### src/rtl/sld_pkg.sv
package sld_pkg;

  localparam int unsigned AddrW = 4;

  // register indexes, byte address is 4 * index
  localparam logic [1:0] RegSyncFirst  = 2'd0;
  localparam logic [1:0] RegSyncSecond = 2'd1;
  localparam logic [1:0] RegMaxPayload = 2'd2;
  localparam logic [1:0] RegMaxLog     = 2'd3;

  localparam logic [7:0]  SyncFirstRst  = 8'd148;
  localparam logic [7:0]  SyncSecondRst = 8'd195;
  localparam logic [15:0] MaxPayloadRst = 16'd512;
  localparam logic [15:0] MaxLogRst     = 16'd511;

  localparam logic [7:0] CharCr = 8'h0D;
  localparam logic [7:0] CharLf = 8'h0A;

  typedef enum logic [2:0] {
    KIND_PAYLOAD  = 3'd0,
    KIND_LOG_CHAR = 3'd1,
    KIND_LINE_END = 3'd2,
    KIND_EMPTY    = 3'd3,
    KIND_LEN_ERR  = 3'd4
  } sld_kind_e;

  typedef struct packed {
    logic [7:0]  sync_first;
    logic [7:0]  sync_second;
    logic [15:0] max_payload_length;
    logic [15:0] max_log_chars;
  } sld_cfg_t;

endpackage

### src/rtl/sync_length_frame_deframer_core.sv
// channel | direction | handshake               | payload
// rx      | in        | rx_valid_i / rx_ready_o | rx_byte_i
// out     | out       | out_valid_o/out_ready_i | kind_o, data_o, frame_end_o, frame_length_o
// cfg     | in        | APB, pready tied high   | paddr, pwdata, prdata
//
// One byte per cycle: each accepted byte updates the phase and counters in the
// same cycle and loads at most one result into the output register.
// A byte is taken whenever the output register is empty or drained this cycle.
// Reset puts the deframer in the first-sync hunt with the register defaults.
// A stalled output beat holds its value and stops input until taken.
module sync_length_frame_deframer_core (
  input  logic                      clk_i,
  input  logic                      rst_ni,
  input  logic                      rx_valid_i,
  output logic                      rx_ready_o,
  input  logic [7:0]                rx_byte_i,
  output logic                      out_valid_o,
  input  logic                      out_ready_i,
  output logic [2:0]                kind_o,
  output logic [7:0]                data_o,
  output logic                      frame_end_o,
  output logic [15:0]               frame_length_o,
  input  logic                      psel,
  input  logic                      penable,
  input  logic                      pwrite,
  input  logic [sld_pkg::AddrW-1:0] paddr,
  input  logic [31:0]               pwdata,
  output logic [31:0]               prdata,
  output logic                      pready
);
  import sld_pkg::*;

  localparam logic [2:0] PhHunt1   = 3'd0;
  localparam logic [2:0] PhHunt2   = 3'd1;
  localparam logic [2:0] PhLenHi   = 3'd2;
  localparam logic [2:0] PhLenLo   = 3'd3;
  localparam logic [2:0] PhPayload = 3'd4;

  sld_cfg_t cfg;

  sld_regs u_regs (
    .clk_i   (clk_i),
    .rst_ni  (rst_ni),
    .psel    (psel),
    .penable (penable),
    .pwrite  (pwrite),
    .paddr   (paddr),
    .pwdata  (pwdata),
    .prdata  (prdata),
    .pready  (pready),
    .cfg_o   (cfg)
  );

  logic [2:0]  phase_q, phase_d;
  logic [7:0]  len_hi_q, len_hi_d;
  logic [15:0] frame_len_q, frame_len_d;
  logic [15:0] remaining_q, remaining_d;
  logic [15:0] log_count_q, log_count_d;

  logic        out_valid_q;
  sld_kind_e   kind_q, kind_d;
  logic [7:0]  data_q, data_d;
  logic        end_q, end_d;
  logic [15:0] flen_q, flen_d;
  logic        emit;
  logic        in_fire;
  logic [15:0] len_rx;

  assign rx_ready_o = !out_valid_q || out_ready_i;
  assign in_fire    = rx_valid_i && rx_ready_o;
  assign len_rx     = {len_hi_q, rx_byte_i};

  always_comb begin
    phase_d     = phase_q;
    len_hi_d    = len_hi_q;
    frame_len_d = frame_len_q;
    remaining_d = remaining_q;
    log_count_d = log_count_q;
    emit        = 1'b0;
    kind_d      = KIND_PAYLOAD;
    data_d      = 8'd0;
    end_d       = 1'b0;
    flen_d      = 16'd0;
    case (phase_q)
      PhHunt2: begin
        phase_d = (rx_byte_i == cfg.sync_second) ? PhLenHi : PhHunt1;
      end
      PhLenHi: begin
        len_hi_d = rx_byte_i;
        phase_d  = PhLenLo;
      end
      PhLenLo: begin
        frame_len_d = len_rx;
        if (len_rx > cfg.max_payload_length) begin
          phase_d = PhHunt1;
          emit    = 1'b1;
          kind_d  = KIND_LEN_ERR;
          flen_d  = len_rx;
        end else if (len_rx == 16'd0) begin
          phase_d = PhHunt1;
          emit    = 1'b1;
          kind_d  = KIND_EMPTY;
          end_d   = 1'b1;
        end else begin
          remaining_d = len_rx;
          phase_d     = PhPayload;
        end
      end
      PhPayload: begin
        emit   = 1'b1;
        kind_d = KIND_PAYLOAD;
        data_d = rx_byte_i;
        flen_d = frame_len_q;
        if (remaining_q <= 16'd1) begin
          remaining_d = 16'd0;
          end_d       = 1'b1;
          phase_d     = PhHunt1;
        end else begin
          remaining_d = remaining_q - 16'd1;
        end
      end
      default: begin
        // first-sync hunt; stray phase codes land here too
        if (rx_byte_i == cfg.sync_first) begin
          phase_d = PhHunt2;
        end else begin
          phase_d = PhHunt1;
          if (rx_byte_i == CharLf) begin
            log_count_d = 16'd0;
            emit        = 1'b1;
            kind_d      = KIND_LINE_END;
          end else if (rx_byte_i != CharCr && log_count_q < cfg.max_log_chars) begin
            log_count_d = log_count_q + 16'd1;
            emit        = 1'b1;
            kind_d      = KIND_LOG_CHAR;
            data_d      = rx_byte_i;
          end
        end
      end
    endcase
  end

  always_ff @(posedge clk_i or negedge rst_ni) begin
    if (!rst_ni) begin
      phase_q     <= PhHunt1;
      len_hi_q    <= 8'd0;
      frame_len_q <= 16'd0;
      remaining_q <= 16'd0;
      log_count_q <= 16'd0;
      out_valid_q <= 1'b0;
    end else begin
      if (in_fire) begin
        phase_q     <= phase_d;
        len_hi_q    <= len_hi_d;
        frame_len_q <= frame_len_d;
        remaining_q <= remaining_d;
        log_count_q <= log_count_d;
        out_valid_q <= emit;
      end else if (out_ready_i) begin
        out_valid_q <= 1'b0;
      end
    end
  end

  always_ff @(posedge clk_i) begin
    if (in_fire && emit) begin
      kind_q <= kind_d;
      data_q <= data_d;
      end_q  <= end_d;
      flen_q <= flen_d;
    end
  end

  assign out_valid_o    = out_valid_q;
  assign kind_o         = kind_q;
  assign data_o         = data_q;
  assign frame_end_o    = end_q;
  assign frame_length_o = flen_q;

  a_stall_blocks_input : assert property (@(posedge clk_i) disable iff (!rst_ni)
    (out_valid_o && !out_ready_i) |-> !rx_ready_o)
    else $error("input taken while output beat stalled");

  a_payload_beat : assert property (@(posedge clk_i) disable iff (!rst_ni)
    (in_fire && phase_q == PhPayload) |=> (out_valid_o && kind_o == KIND_PAYLOAD))
    else $error("payload byte produced no payload beat");

  a_end_kind : assert property (@(posedge clk_i) disable iff (!rst_ni)
    (out_valid_o && frame_end_o) |-> (kind_o == KIND_PAYLOAD || kind_o == KIND_EMPTY))
    else $error("frame end on non-frame beat");

  a_remaining_live : assert property (@(posedge clk_i) disable iff (!rst_ni)
    (phase_q == PhPayload) |-> (remaining_q != 16'd0))
    else $error("payload phase with nothing remaining");

endmodule

### src/rtl/sld_regs.sv
module sld_regs (
  input  logic                      clk_i,
  input  logic                      rst_ni,
  input  logic                      psel,
  input  logic                      penable,
  input  logic                      pwrite,
  input  logic [sld_pkg::AddrW-1:0] paddr,
  input  logic [31:0]               pwdata,
  output logic [31:0]               prdata,
  output logic                      pready,
  output sld_pkg::sld_cfg_t         cfg_o
);
  import sld_pkg::*;

  sld_cfg_t   cfg_q;
  logic       wr_en;
  logic [1:0] reg_idx;

  assign pready  = 1'b1;
  assign wr_en   = psel && penable && pwrite;
  assign reg_idx = paddr[AddrW-1:2];
  assign cfg_o   = cfg_q;

  always_ff @(posedge clk_i or negedge rst_ni) begin
    if (!rst_ni) begin
      cfg_q.sync_first         <= SyncFirstRst;
      cfg_q.sync_second        <= SyncSecondRst;
      cfg_q.max_payload_length <= MaxPayloadRst;
      cfg_q.max_log_chars      <= MaxLogRst;
    end else if (wr_en) begin
      case (reg_idx)
        RegSyncFirst:  cfg_q.sync_first         <= pwdata[7:0];
        RegSyncSecond: cfg_q.sync_second        <= pwdata[7:0];
        RegMaxPayload: cfg_q.max_payload_length <= pwdata[15:0];
        RegMaxLog:     cfg_q.max_log_chars      <= pwdata[15:0];
        default: ;
      endcase
    end
  end

  always_comb begin
    case (reg_idx)
      RegSyncFirst:  prdata = {24'd0, cfg_q.sync_first};
      RegSyncSecond: prdata = {24'd0, cfg_q.sync_second};
      RegMaxPayload: prdata = {16'd0, cfg_q.max_payload_length};
      RegMaxLog:     prdata = {16'd0, cfg_q.max_log_chars};
      default:       prdata = 32'd0;
    endcase
  end

endmodule

### config.mk
export PLATFORM = sky130hd
export DESIGN_NAME = sync_length_frame_deframer_core
export DESIGN_NICKNAME = d
export VERILOG_FILES = /design/src/rtl/sld_pkg.sv /design/src/rtl/sync_length_frame_deframer_core.sv /design/src/rtl/sld_regs.sv
export SDC_FILE = /design/constraint.sdc
export NUM_CORES = 1
export LEC_CHECK = 0
export BUFFER_PORTS_ARGS = -buffer_cell sky130_fd_sc_hd__buf_2
export CELL_PAD_IN_SITES_DETAIL_PLACEMENT = 2
export CELL_PAD_IN_SITES_GLOBAL_PLACEMENT = 2
export CORE_UTILIZATION = 33
export DETAILED_ROUTE_END_ITERATION = 10
export GPL_ROUTABILITY_DRIVEN = 0
export PLACE_DENSITY_LB_ADDON = 0.1
export SLEW_MARGIN = 20
export SYNTH_ARGS = -nofsm -noshare
export SYNTH_HDL_FRONTEND = slang
export SYNTH_SLANG_ARGS = --single-unit
export TNS_END_PERCENT = 30
### constraint.sdc
create_clock -name clk_i -period 4.2 [get_ports clk_i]
set_input_delay 0.84 -clock clk_i [delete_from_list [all_inputs] [get_ports clk_i]]
set_output_delay 0.84 -clock clk_i [all_outputs]
set_load 0.03 [all_outputs]
# After elaboration in Yosys (flattened, before gate mapping)
# Index checks and enable logic that the tools add are counted.
[totals] regBits=136 latchBits=0 ram_bits=0 rom_bits=0 out_inout_bits=63 word_cells=96 n_memories=0
[op_classes] add_sub_neg=2 multipliers=0 div_mod_pow=0 magnitude_cmp=3 eq_ne=14 shifts=0 mux=36 bitwise=2 reduce_logical=25
[op_table] cell="32-bit case mux with 4 select lines" count=1
[op_table] cell="16-bit two-way mux" count=6
[op_table] cell="16-bit case mux with 2 select lines" count=2
[op_table] cell="8-bit two-way mux" count=3
[op_table] cell="16-bit by 1-bit adder with 16-bit output, second input constant" count=1
[op_table] cell="8-bit == test" count=2
[op_table] cell="16-bit greater-than comparator" count=1
[op_table] cell="16-bit by 1-bit <= comparator with 1-bit output, second input constant" count=1
[op_table] cell="16-bit zero test" count=1
[op_table] cell="16-bit less-than comparator" count=1
[op_table] cell="8-bit case mux with 2 select lines" count=1
[op_table] cell="16-bit by 1-bit subtractor with 16-bit output, second input constant" count=1
[op_table] cell="2-bit AND reduction" count=7
[op_table] cell="3-bit two-way mux" count=4
[op_table] cell="3-bit case mux with 4 select lines" count=1
[op_table] cell="1-bit two-way mux" count=11
[op_table] cell="8-bit by 4-bit == test with 1-bit output, second input constant" count=1
[op_table] cell="2-bit two-way mux" count=4
[op_table] cell="8-bit by 4-bit != test with 1-bit output, second input constant" count=1
[op_table] cell="4-bit AND reduction" count=2
[op_table] cell="3-bit by 2-bit == test with 1-bit output, second input constant" count=2
[op_table] cell="2-bit != test, second input constant" count=3
[op_table] cell="3-bit case mux with 2 select lines" count=1
[op_table] cell="2-bit nonzero test" count=3
[op_table] cell="other kinds (14)" count=21

# Logic depth before layout (Yosys ltp)
# Gate-level depths: netlist (run 1).
[logic_depth] word_depth=7 mapped_depth=11 mapped_depth_nobuf=9

# By module
# Synthesis (run 1) repeated with hierarchy kept, for this count alone.
[unflattened] cells_unflattened=700 hier_area_um2=7913.8
[modules_own_cells] module="sync_length_frame_deframer_core" n_inst=1 cells_each=549 area_per_inst_um2=5524.0 seq_area_each_um2=2342.2
[modules_own_cells] module="sld_regs" n_inst=1 cells_each=151 area_per_inst_um2=2389.8 seq_area_each_um2=1222.4

# Worst setup path before layout (run 1)
# No wires, ideal clock.
[synth_timing] path_kind="input to register" start="input out_ready_i" end="register data_q[0], in the netlist data_o[0], enable pin" arrival_time_ps=4089 required_ps=3748 path_slack_ps=-341 cell_stages=6 n_path_buf=2 path_cell_list="nand2b_1 -> nand2_1 -> or3_1 -> clkbuf_1 -> clkbuf_1 -> o21ai_0"
[synth_via] elab_chain_cells=3
[synth_lines] item="from (decl)" line_no="sync_length_frame_deframer_core.sv:18" text="input logic out_ready_i,"
[synth_lines] item="1-bit logical OR" line_no="sync_length_frame_deframer_core.sv:69" text="assign rx_ready_o = !out_valid_q || out_ready_i;"
[synth_lines] item="1-bit logical AND" line_no="sync_length_frame_deframer_core.sv:70" text="assign in_fire = rx_valid_i && rx_ready_o;"
[synth_lines] item="1-bit logical AND" line_no="sync_length_frame_deframer_core.sv:166" text="if (in_fire && emit) begin"
[synth_lines] item="to (signal assigned)" line_no="sync_length_frame_deframer_core.sv:168" text="data_q <= data_d;"
[synth_lines] item="to (decl)" line_no="sync_length_frame_deframer_core.sv:62" text="logic [7:0] data_q, data_d;"
# Every way passes these cells.
# A chain may end at the register's enable or synchronous reset.

# Worst setup path after layout (run 1)
[layout_timing] start="input rx_byte_i[5]" end="register data_q[0], in the netlist data_o[0], enable pin"
[layout_via] elab_chain_cells=7
[layout_lines] item="from (decl)" line_no="sync_length_frame_deframer_core.sv:16" text="input logic [7:0] rx_byte_i,"
[layout_lines] item="branches (longest 5 deep; another with 16-bit greater-than comparator)"
[layout_lines] item="1-bit case mux with 3 select lines (*)" line_no="sync_length_frame_deframer_core.sv:84" text="case (phase_q)"
[layout_lines] item="1-bit logical AND (*)" line_no="sync_length_frame_deframer_core.sv:166"
# Mark *: on every way between the ends.

==> results of run 1 <==
-- area by class of cell --
class                      instances  area share (%)
sequential                       136            41.2
multi-input combinational        487            40.6
timing repair buffer              92            5.90
clock buffer                      19            5.12
tap                              280            4.05
inverter                          39            1.69
clock inverter                    13            1.42
-- routing by layer --
metal  wire length [um]  GRT usage, %  vias up
met3                705          3.56       21
met5                  0             0        -
met4                494          6.90        0
li1                   -             -     2662
met2              12200          38.4      114
met1              10700          27.5     3021
-- worst paths after layout --
check                                             start                           to
max                                        rx_byte_i[5]          data_o[0]$_DFFE_PP_
min                                              rst_ni  remaining_q[13]$_DFFE_PN0P_
max reg2reg                u_regs.cfg_o[25]$_DFFE_PN1P_   remaining_q[3]$_DFFE_PN0P_
min reg2reg                  frame_len_q[4]$_DFFE_PN0P_   frame_len_q[4]$_DFFE_PN0P_
max in group asynchronous                        rst_ni  u_regs.cfg_o[2]$_DFFE_PN1P_
min in group clk_i           frame_len_q[4]$_DFFE_PN0P_   frame_len_q[4]$_DFFE_PN0P_
-- per-stage QoR --
| stage | power, mW | cells | utilization, % |
|---|---|---|---|
| CTS | 6.02 | 1066 | 39.4 |
| finish | 5.95 | 1066 | 39.4 |
| global placement | 4.36 | 1034 | 36.8 |
| global route | 6.31 | 1066 | 39.4 |
| detailed placement | 4.52 | 1034 | 36.8 |
| floorplan | 3.75 | 714 | - |
-- where the power goes --
group / switching, mW / leakage (nW) / internal, mW
registers: 0.416 / 1.57 / 1.90
logic: 1.40 / 1.93 / 0.773
clock network: 0.624 / 0.266 / 0.834
total: 2.44 / 3.77 / 3.51
-- cells in the mapped netlist (9+ instances only) --
master    instances
buf_2            14
edfxtp_1         28
nand3_1          22
mux2_2           55
nor2_1           29
buf_4            19
dfstp_2          17
nand2_1          53
and2_1           14
a22o_1           16
nand4_1          11
xnor2_1           9
clkbuf_1         18
o21ai_0          65
ha_1             34
inv_1            39
a21oi_1          28
nor2b_1          11
nor4_1           10
dfrtp_1          91
-- cell families (layout without fill, tap and decap cells) --
kind of cell	Yosys count	in the layout	share of synthesized area (%)
xor gates and xnor gates	17	17	2.00
DFF	136	136	47.9
adders and majority gates	35	35	5.85
AOI/OAI and AO/OA	165	165	14.1
other	2	17	0.101
buffers and inverters	91	163	5.78
muxes	71	71	11.8
and+or+nand+nor	182	182	12.5
-- flip-flops by register name, indices dropped and copies added, names as in the netlist --
name            cells
data_o              8
frame_length_o     16
frame_len_q        16
frame_end_o         1
log_count_q        16
remaining_q        16
out_valid_o         1
phase_q             3
u_regs.cfg_o       48
len_hi_q            8
kind_o              3
-- worst max-delay path: stages --
cell and delay [ns]:
buf_2 0.30, ha_1 0.32, a21oi_1 0.16, o21ai_0 0.14, a21o_1 0.23, o31ai_1 0.72
a21oi_1 0.17, a21oi_1 0.29, o21ai_2 0.08, buf_4 0.27
-- placed cells by master (no fill, tap or decap), types with 3 or more instances in the layout --
cell and instances:
dfrtp_1 91, buf_2 77, o21ai_0 64, mux2_2 55, nand2_1 53, inv_1 39
ha_1 34, nor2_1 29, a21oi_1 28, edfxtp_1 28, nand3_1 22, conb_1 17
clkbuf_16 17, dfstp_2 17, a22o_1 16, and2_1 14, buf_4 14, nand4_1 11
nor2b_1 11, nor4_1 10, xnor2_1 9, a31oi_1 8, nor3_1 8, mux2i_1 8
mux4_2 8, xor2_1 8, a32oi_1 7, o31ai_1 6, o211ai_1 6, a22oi_1 6
and3_1 5, nand2b_1 5, a21o_1 4, clkinv_4 4, clkinvlp_4 4, a41oi_1 3
o41ai_1 3, or4_1 3, a211oi_1 3
==> flow_summary.json, run 1 <==
{
  "status": "complete, but fails checks",
  "violations": "DRC",
  "yosys_warnings": 0,
  "hold_viol": 0,
  "nNetsFinal": 858,
  "dr.first_iter.drc_count": 197,
  "ys_ff_latch": 136,
  "ys_types": 56,
  "hold_slack_ns": 0.424,
  "viasPerCell": 5.46,
  "clk_pin_slew_ns": 0.06,
  "grt_pass1_vias": 6567,
  "antenna_found_initial": 0,
  "finalSetupViolCount": 0,
  "synth-edff-count": 28,
  "p_leak_nw": 3.77,
  "synth_top_area_share_pct": 30.6,
  "cts_buffers": 17,
  "dpl.hpwl_mm": 17.3,
  "tns_ns": 0,
  "h-tree-depth": 4,
  "grt_overflow": 0,
  "drive_gt1_share_pct": 26.6,
  "grt_pass1_wl_mm": 38.5,
  "multi_input_area_um2": 3520,
  "postCtsHoldBufs": 0,
  "worstPathArrival_ns": 3.54,
  "pre_cts_ws_ns": 0.460,
  "crit_fanout": 28,
  "seq_area_frac_synth_pct": 47.9,
  "period_share_pct": 80.8,
  "cts-root-buf": "clkbuf_16",
  "max_slew.worst_pin.slew_ns": 1.00,
  "row_count": 54,
  "synth_area_leaders": "dfrtp_1 (31%), edfxtp_1 (11%), mux2_2 (8.3%), dfstp_2 (6.0%), ha_1 (5.7%)",
  "fmax_mhz": 295,
  "area_growth_pct": 16.3,
  "fin_skew_ns": 0.0122,
  "crit_path_start_kind": "input port",
  "die_w_um": 152,
  "min_path_type": "in -> async",
  "period_minus_slack_ns": 3.40,
  "cts_tree": "built",
  "antenna_cells": 0,
  "ctsResizeCount": 0,
  "synthArstFlopShare_pct": 79.4,
  "synth_cells": 699,
  "end_kind": "flop",
  "max_cap_violations": 0,
  "setup_slack_ns": 0.805,
  "r2r_cells": 9,
  "port_buffers": 78,
  "cp.required_ns": 4.35,
  "grt.total_usage_pct": 21.9,
  "stdcell_area_um2": 8660,
  "clock_latency_ns": 0.43,
  "syn_area_per_cell_um2": 10.6,
  "drv_slew": 0,
  "slew_headroom_pct": 32.8,
  "die_h_um": 152,
  "p_per_area_nw_per_um2": 687,
  "core-area_um2": 22000,
  "drt_first_pass_iters": 8,
  "synth_ff_type": "dfrtp_1",
  "synth_top_area_cell": "dfrtp_1",
  "cts_setup_buffers": 0,
  "routed_wl_mm": 24.1,
  "drc": 7,
  "io_pins": 114,
  "grt_max_degree": 65,
  "clock_path_buffers": 2,
  "dpl-instance-area_um2": 8080,
  "synth_area_um2": 7440,
  "floorplan.initialDensity_pct": 33.9,
  "vias": 5818,
  "rsz0062_at_grt": "no",
  "cts_sinks": 136,
  "dieArea_um2": 23200,
  "register_area_um2": 3560,
  "wire_per_inst_um": 22.6,
  "ir_drop_mv": 0.305,
  "path_class": "in -> reg",
  "rrSetupSlack_ns": 0.96,
  "final_antenna_net_count": 0,
  "n_fill_cell": 2330
}
No activity file was read; power rests on OpenSTA's default activity.
==> run 2, diff against run 1 <==
==> constraint.sdc (replaced) <==
create_clock -name clk_i -period 3 [get_ports clk_i]
set_input_delay 0.6 -clock clk_i [delete_from_list [all_inputs] [get_ports clk_i]]
set_output_delay 0.6 -clock clk_i [all_outputs]
set_load 0.03 [all_outputs]
==> flow_summary.json, run 2 (synthesis results as in run 1) <==
{
  "row_count": 54,
  "cts_sinks": 136,
  "drc": 6,
  "place_inst": 1080,
  "comb_power_share_pct": 39.6,
  "drv_slew": 0,
  "postCtsHoldBufs": 0,
  "viasPerCell": 5.38,
  "cts-root-buf": "clkbuf_16",
  "clockPowerShare_pct": 25.1,
  "drt_first_pass_iters": 7,
  "finalSetupViolCount": 0,
  "rr_startpoint": "u_regs.cfg_o[25]$_DFFE_PN1P_",
  "nNetsFinal": 905,
  "p_per_area_nw_per_um2": 970,
  "dpl-instance-area_um2": 8490,
  "netSwitchingFraction_pct": 39.7,
  "stdcell_area_um2": 9150,
  "floorplan.initialDensity_pct": 33.9,
  "finalPower_mw": 8.88,
  "clock_latency_ns": 0.43,
  "end_kind": "flop",
  "area_growth_pct": 22.9,
  "grt_max_degree": 62,
  "vias": 5989,
  "violations": "DRC",
  "grt_overflow": 0,
  "period_minus_slack_ns": 2.87,
  "fin_skew_ns": 0.0114,
  "grt_pass1_vias": 6708,
  "status": "complete, but fails checks",
  "max_cap_violations": 0,
  "grt_pass1_wl_mm": 38.9,
  "dpl.hpwl_mm": 18.0,
  "path_class": "reg -> reg",
  "hold_viol": 0,
  "wire_per_inst_um": 22.0,
  "n_fill_cell": 2325,
  "die_h_um": 152,
  "drive_gt1_share_pct": 31.2,
  "core-area_um2": 22000,
  "postLayoutCoreUtil_pct": 41.7,
  "fin_cells": 1113,
  "clk_pin_slew_ns": 0.06,
  "ir_drop_mv": 0.401,
  "rsz0062_at_grt": "no",
  "p_leak_nw": 4.05,
  "grt.total_usage_pct": 22.1,
  "timing.rr.end": "frame_length_o[11]$_DFFE_PP_",
  "slew_headroom_pct": 29.7,
  "cts_tree": "built",
  "setup_slack_ns": 0.135,
  "crit_fanout": 28,
  "h-tree-depth": 4,
  "r2r_cells": 11,
  "antenna_cells": 0,
  "routed_wl_mm": 24.5,
  "p_switching_mw": 3.52,
  "worstPathArrival_ns": 2.98,
  "antenna_found_initial": 0,
  "largest_reg_flops": 48,
  "rrSetupSlack_ns": 0.13,
  "clock_path_buffers": 2,
  "p_seq_share_pct": 35.3,
  "io_pins": 114,
  "port_buffers": 78,
  "period_share_pct": 95.5,
  "dr.first_iter.drc_count": 195,
  "tns_ns": 0,
  "cp.required_ns": 3.12,
  "dieArea_um2": 23200,
  "die_w_um": 152,
  "cts_buffers": 17,
  "fmax_mhz": 349,
  "pre_cts_ws_ns": -0.337,
  "hold_slack_ns": 0.0294,
  "min_path_type": "in -> async",
  "final_antenna_net_count": 0,
  "max_slew.worst_pin.slew_ns": 1.05,
  "final_common_cell": "dfrtp_1",
  "p_int_mw": 5.36,
  "crit_path_start_kind": "flop",
  "final_cell_mix": "dfrtp_1 (91), buf_2 (77), o21ai_0 (64)"
}
[run 2: changes by cell type in the layout (fill, tap and decap cells not counted), sizes merged]
cell | before | now
bufinv | 1 | 3
clkinvlp | 4 | 1
buf | 92 | 139
inv | 41 | 44
clkbuf | 19 | 17
[run 2: power by group through the flow]
| stage | Clock (mW) | Sequential (mW) | Combinational, mW |
|---|---|---|---|
| 6_report | 2.23 | 3.13 | 3.51 |
| 3_3_place_gp | 0 | 3.11 | 3.31 |
| 5_1_grt | 2.36 | 3.22 | 3.82 |
| 3_5_place_dp | 0 | 3.16 | 3.48 |
| 4_1_cts | 2.28 | 3.14 | 3.54 |
| 2_1_floorplan | 0 | 3.39 | 1.86 |
[run 2: layout make-up]
cell class	instances	area, um^2	share of cell area, %
Clock inverter	15	193	2.11
Timing Repair Buffer	139	926	10.1
Sequential cell	136	3560	39.0
Clock buffer	17	425	4.65
Multi-Input combinational cell	487	3540	38.7
Inverter	39	146	1.60
Tap cell	280	350	3.83
[run 2: how the worst max path moves through the flow]
stage | startpoint | end | slack, ns | cells past startpoint
after floorplan | u_regs.cfg_o[1]$_DFFE_PN1P_ | data_o[0]$_DFFE_PP_ | 0.17 | 8
after global placement | rx_byte_i[7] | frame_length_o[4]$_DFFE_PP_ | -0.29 | 9
after detailed placement | rx_byte_i[7] | frame_length_o[12]$_DFFE_PP_ | -0.34 | 9
after CTS | u_regs.cfg_o[25]$_DFFE_PN1P_ | frame_length_o[12]$_DFFE_PP_ | 0.03 | 9
after global routing | u_regs.cfg_o[1]$_DFFE_PN1P_ | log_count_q[15]$_DFFE_PN0P_ | 0.01 | 9
final | u_regs.cfg_o[25]$_DFFE_PN1P_ | frame_length_o[11]$_DFFE_PP_ | 0.13 | 11
[run 2: repair_timing]
item                                    CTS  global route
pin swaps                                 0             1
endpoints found under the setup margin   17            47
cloned                                    0             0
buffers inserted                          0             1
resized for setup                         1             3
[run 2: per-layer routing]
metal,wire length (um),part of all wire (%),vias up,GRT usage (%)
met5,0,0,-,0
met1,10400,42,3095,26.6
met3,674,2.8,25,3.95
met2,12900,53,111,39.9
met4,456,1.9,0,6.56
li1,-,-,2758,-
[run 2: worst max-delay path, stage by stage, from the launching register on]
cell	delay [ns]
dfstp_2	0.53
inv_1	0.06
ha_1	0.31
nand4_1	0.16
nor4_2	0.32
a21boi_1	0.26
o31ai_1	0.10
buf_4	0.16
a21oi_1	0.24
a21oi_2	0.10
o21ai_4	0.09
buf_12	0.22
==> run 3, diff against run 2 <==
--- a/config.mk
+++ b/config.mk
@@ -5,10 +5,11 @@
 export SDC_FILE = /design/constraint.sdc
 export NUM_CORES = 1
 export LEC_CHECK = 0
+export ABC_AREA = 1
 export BUFFER_PORTS_ARGS = -buffer_cell sky130_fd_sc_hd__buf_2
 export CELL_PAD_IN_SITES_DETAIL_PLACEMENT = 2
 export CELL_PAD_IN_SITES_GLOBAL_PLACEMENT = 2
-export CORE_UTILIZATION = 33
+export CORE_UTILIZATION = 31
 export DETAILED_ROUTE_END_ITERATION = 10
 export GPL_ROUTABILITY_DRIVEN = 0
 export PLACE_DENSITY_LB_ADDON = 0.1
==> flow_summary.json, run 3 <==
{
  "synth_top_area_share_pct": 29.3,
  "status": "finished clean",
  "min_path_type": "in -> async",
  "io_pins": 114,
  "worstPathArrival_ns": 1.92,
  "core-area_um2": 24500,
  "h-tree-depth": 4,
  "timing.critical_path.buf_inv": 2,
  "dieArea_um2": 25700,
  "grt_max_degree": 51,
  "seq_area_frac_synth_pct": 45.8,
  "antenna_cells": 0,
  "p_int_mw": 3.85,
  "slowest_stage": "o2111ai_1",
  "period_minus_slack_ns": 2.52,
  "synth_area_um2": 7780,
  "synth_ff_type": "dfrtp_1",
  "vias": 6660,
  "ir_drop_mv": 0.270,
  "cts_tree": "built",
  "die_h_um": 160,
  "worst_path_most_repeated_cell": "buf_2",
  "yosys_warnings": 0,
  "port_buffers": 78,
  "postCtsHoldBufs": 0,
  "synth_top_area_cell": "dfrtp_1",
  "ctsResizeCount": 0,
  "ys_ff_latch": 136,
  "dpl.hpwl_mm": 18.5,
  "area_growth_pct": 16.5,
  "slowest_delay_ns": 0.49,
  "grt_pass1_wl_mm": 40.8,
  "netSwitchingFraction_pct": 38.0,
  "path_class": "in -> out",
  "final_cell_mix": "nand2_1 (260), inv_1 (104), o21ai_0 (98)",
  "ys_types": 42,
  "viasPerCell": 4.83,
  "synth.most_common_cell": "nand2_1",
  "p_switching_mw": 2.37,
  "hold_viol": 0,
  "die_w_um": 160,
  "synth-edff-count": 28,
  "nNetsFinal": 1127,
  "crit_fanout": 16,
  "floorplan.initialDensity_pct": 31.8,
  "routed_wl_mm": 25.2,
  "dr.first_iter.drc_count": 253,
  "max_cap_violations": 0,
  "finalPower_mw": 6.22,
  "drt_first_pass_iters": 4,
  "p_seq_share_pct": 40.3,
  "end_kind": "output port",
  "clock_path_buffers": 2,
  "max_slew.worst_pin.slew_ns": 0.737,
  "fin_skew_ns": 0.0144,
  "grt_overflow": 0,
  "grt.total_usage_pct": 20.8,
  "tns_ns": 0,
  "stdcell_area_um2": 9070,
  "final_common_cell": "nand2_1",
  "postLayoutCoreUtil_pct": 37.1,
  "ys_top_cells_by_count": "nand2_1 (260), inv_1 (104), o21ai_0 (98)",
  "antenna_found_initial": 0,
  "cts-root-buf": "clkbuf_16",
  "clk_pin_slew_ns": 0.07,
  "slew_headroom_pct": 50.7,
  "comb_power_share_pct": 25.9,
  "drc": 0,
  "cts_sinks": 136,
  "row_count": 57,
  "cp.required_ns": 2.40,
  "p_per_area_nw_per_um2": 686,
  "crit_path_start_kind": "input port",
  "cts_buffers": 17,
  "clock_latency_ns": 0.44,
  "synth_cells": 960,
  "dpl-instance-area_um2": 8490,
  "largest_reg_flops": 48,
  "drv_slew": 0,
  "cpLargestDelayFamily": "compound AO/OA/AOI/OAI gates",
  "p_leak_nw": 4.36,
  "clockPowerShare_pct": 33.8,
  "final_antenna_net_count": 0,
  "path_cells": "buf_2 -> nand2_1 -> o2111ai_1 -> buf_2",
  "drive_gt1_share_pct": 17.5,
  "fmax_mhz": 396,
  "finalSetupViolCount": 0,
  "synthArstFlopShare_pct": 79.4,
  "syn_area_per_cell_um2": 8.11,
  "period_share_pct": 84.1,
  "cts_setup_buffers": 0,
  "hold_slack_ns": 0.130,
  "n_fill_cell": 2818,
  "synth_area_leaders": "dfrtp_1 (29%), nand2_1 (13%), edfxtp_1 (11%), o21ai_0 (6.3%), dfstp_2 (5.7%)",
  "wire_per_inst_um": 18.3,
  "rsz0062_at_grt": "no",
  "grt_pass1_vias": 7212
}
==> run 3: changes by cell type in the layout (fill, tap and decap cells not counted), moves of 17 or more <==
cell,previous run,this run
nand2_1,53,260
inv_1,39,104
xor2_1,8,25
o21ai_0,64,98
mux2_2,55,0
buf_4,56,11
nor2_1,29,69
==> run 3: power by group through the flow <==
stage                     Clock (mW)  Sequential [mW]  Combinational (mW)
after detailed placement           0             2.54                1.61
after global placement             0             2.54                1.56
final                           2.10             2.51                1.61
after global routing            2.23             2.56                1.84
after CTS                       2.15             2.52                1.64
after floorplan                    0             2.51                1.10
==> run 3: routing by layer <==
| layer | GRT usage (%) | routed length [um] |
|---|---|---|
| met1 | 27.2 | 11900 |
| met5 | 0 | 0 |
| met3 | 3.07 | 643 |
| met4 | 4.85 | 206 |
| met2 | 36.0 | 12500 |
==> run 3: kinds of logic after synthesis <==
kind of cell	share of synthesized area [%]
simple gates	24.4
compound gates	11.2
buf+inv	9.07
flops	45.8
xor+xnor	3.94
fa+ha+maj	5.47
other cells	0.0965
==> run 3: final cells by class <==
class | count | area [um^2] | share of cell area, %
clock inverter | 15 | 151 | 1.67
inverter | 118 | 445 | 4.91
tap | 324 | 405 | 4.47
timing repair buffer | 90 | 508 | 5.60
multi-input combinational | 679 | 3570 | 39.3
sequential | 136 | 3560 | 39.3
clock buffer | 17 | 425 | 4.69
==> run 3: per-stage QoR <==
step | setup slack (ns) | std cells
final | 0.478 | 1379
after global routing | 0.333 | 1379
after CTS | 0.471 | 1379
after detailed placement | 0.344 | 1347
after global placement | 0.374 | 1347
after floorplan | 0.405 | 975
==> run 3: final timing paths <==
| path | slack (ns) | cells after the start | from | end |
|---|---|---|---|---|
| hold / removal | 0.13 | 1 | rst_ni | frame_len_q[2]$_DFFE_PN0P_ |
| min in group clk_i | 0.39 | 3 | pwdata[9] | u_regs.cfg_o[25]$_DFFE_PN1P_ |
| setup reg to reg | 0.50 | 12 | u_regs.cfg_o[5]$_DFFE_PN1P_ | data_o[5]$_DFFE_PP_ |
| setup / recovery | 0.48 | 4 | paddr[3] | prdata[6] |
| hold reg to reg | 0.49 | 2 | u_regs.cfg_o[24]$_DFFE_PN0P_ | u_regs.cfg_o[24]$_DFFE_PN0P_ |
| max in group asynchronous | 2.03 | 2 | rst_ni | u_regs.cfg_o[8]$_DFFE_PN1P_ |
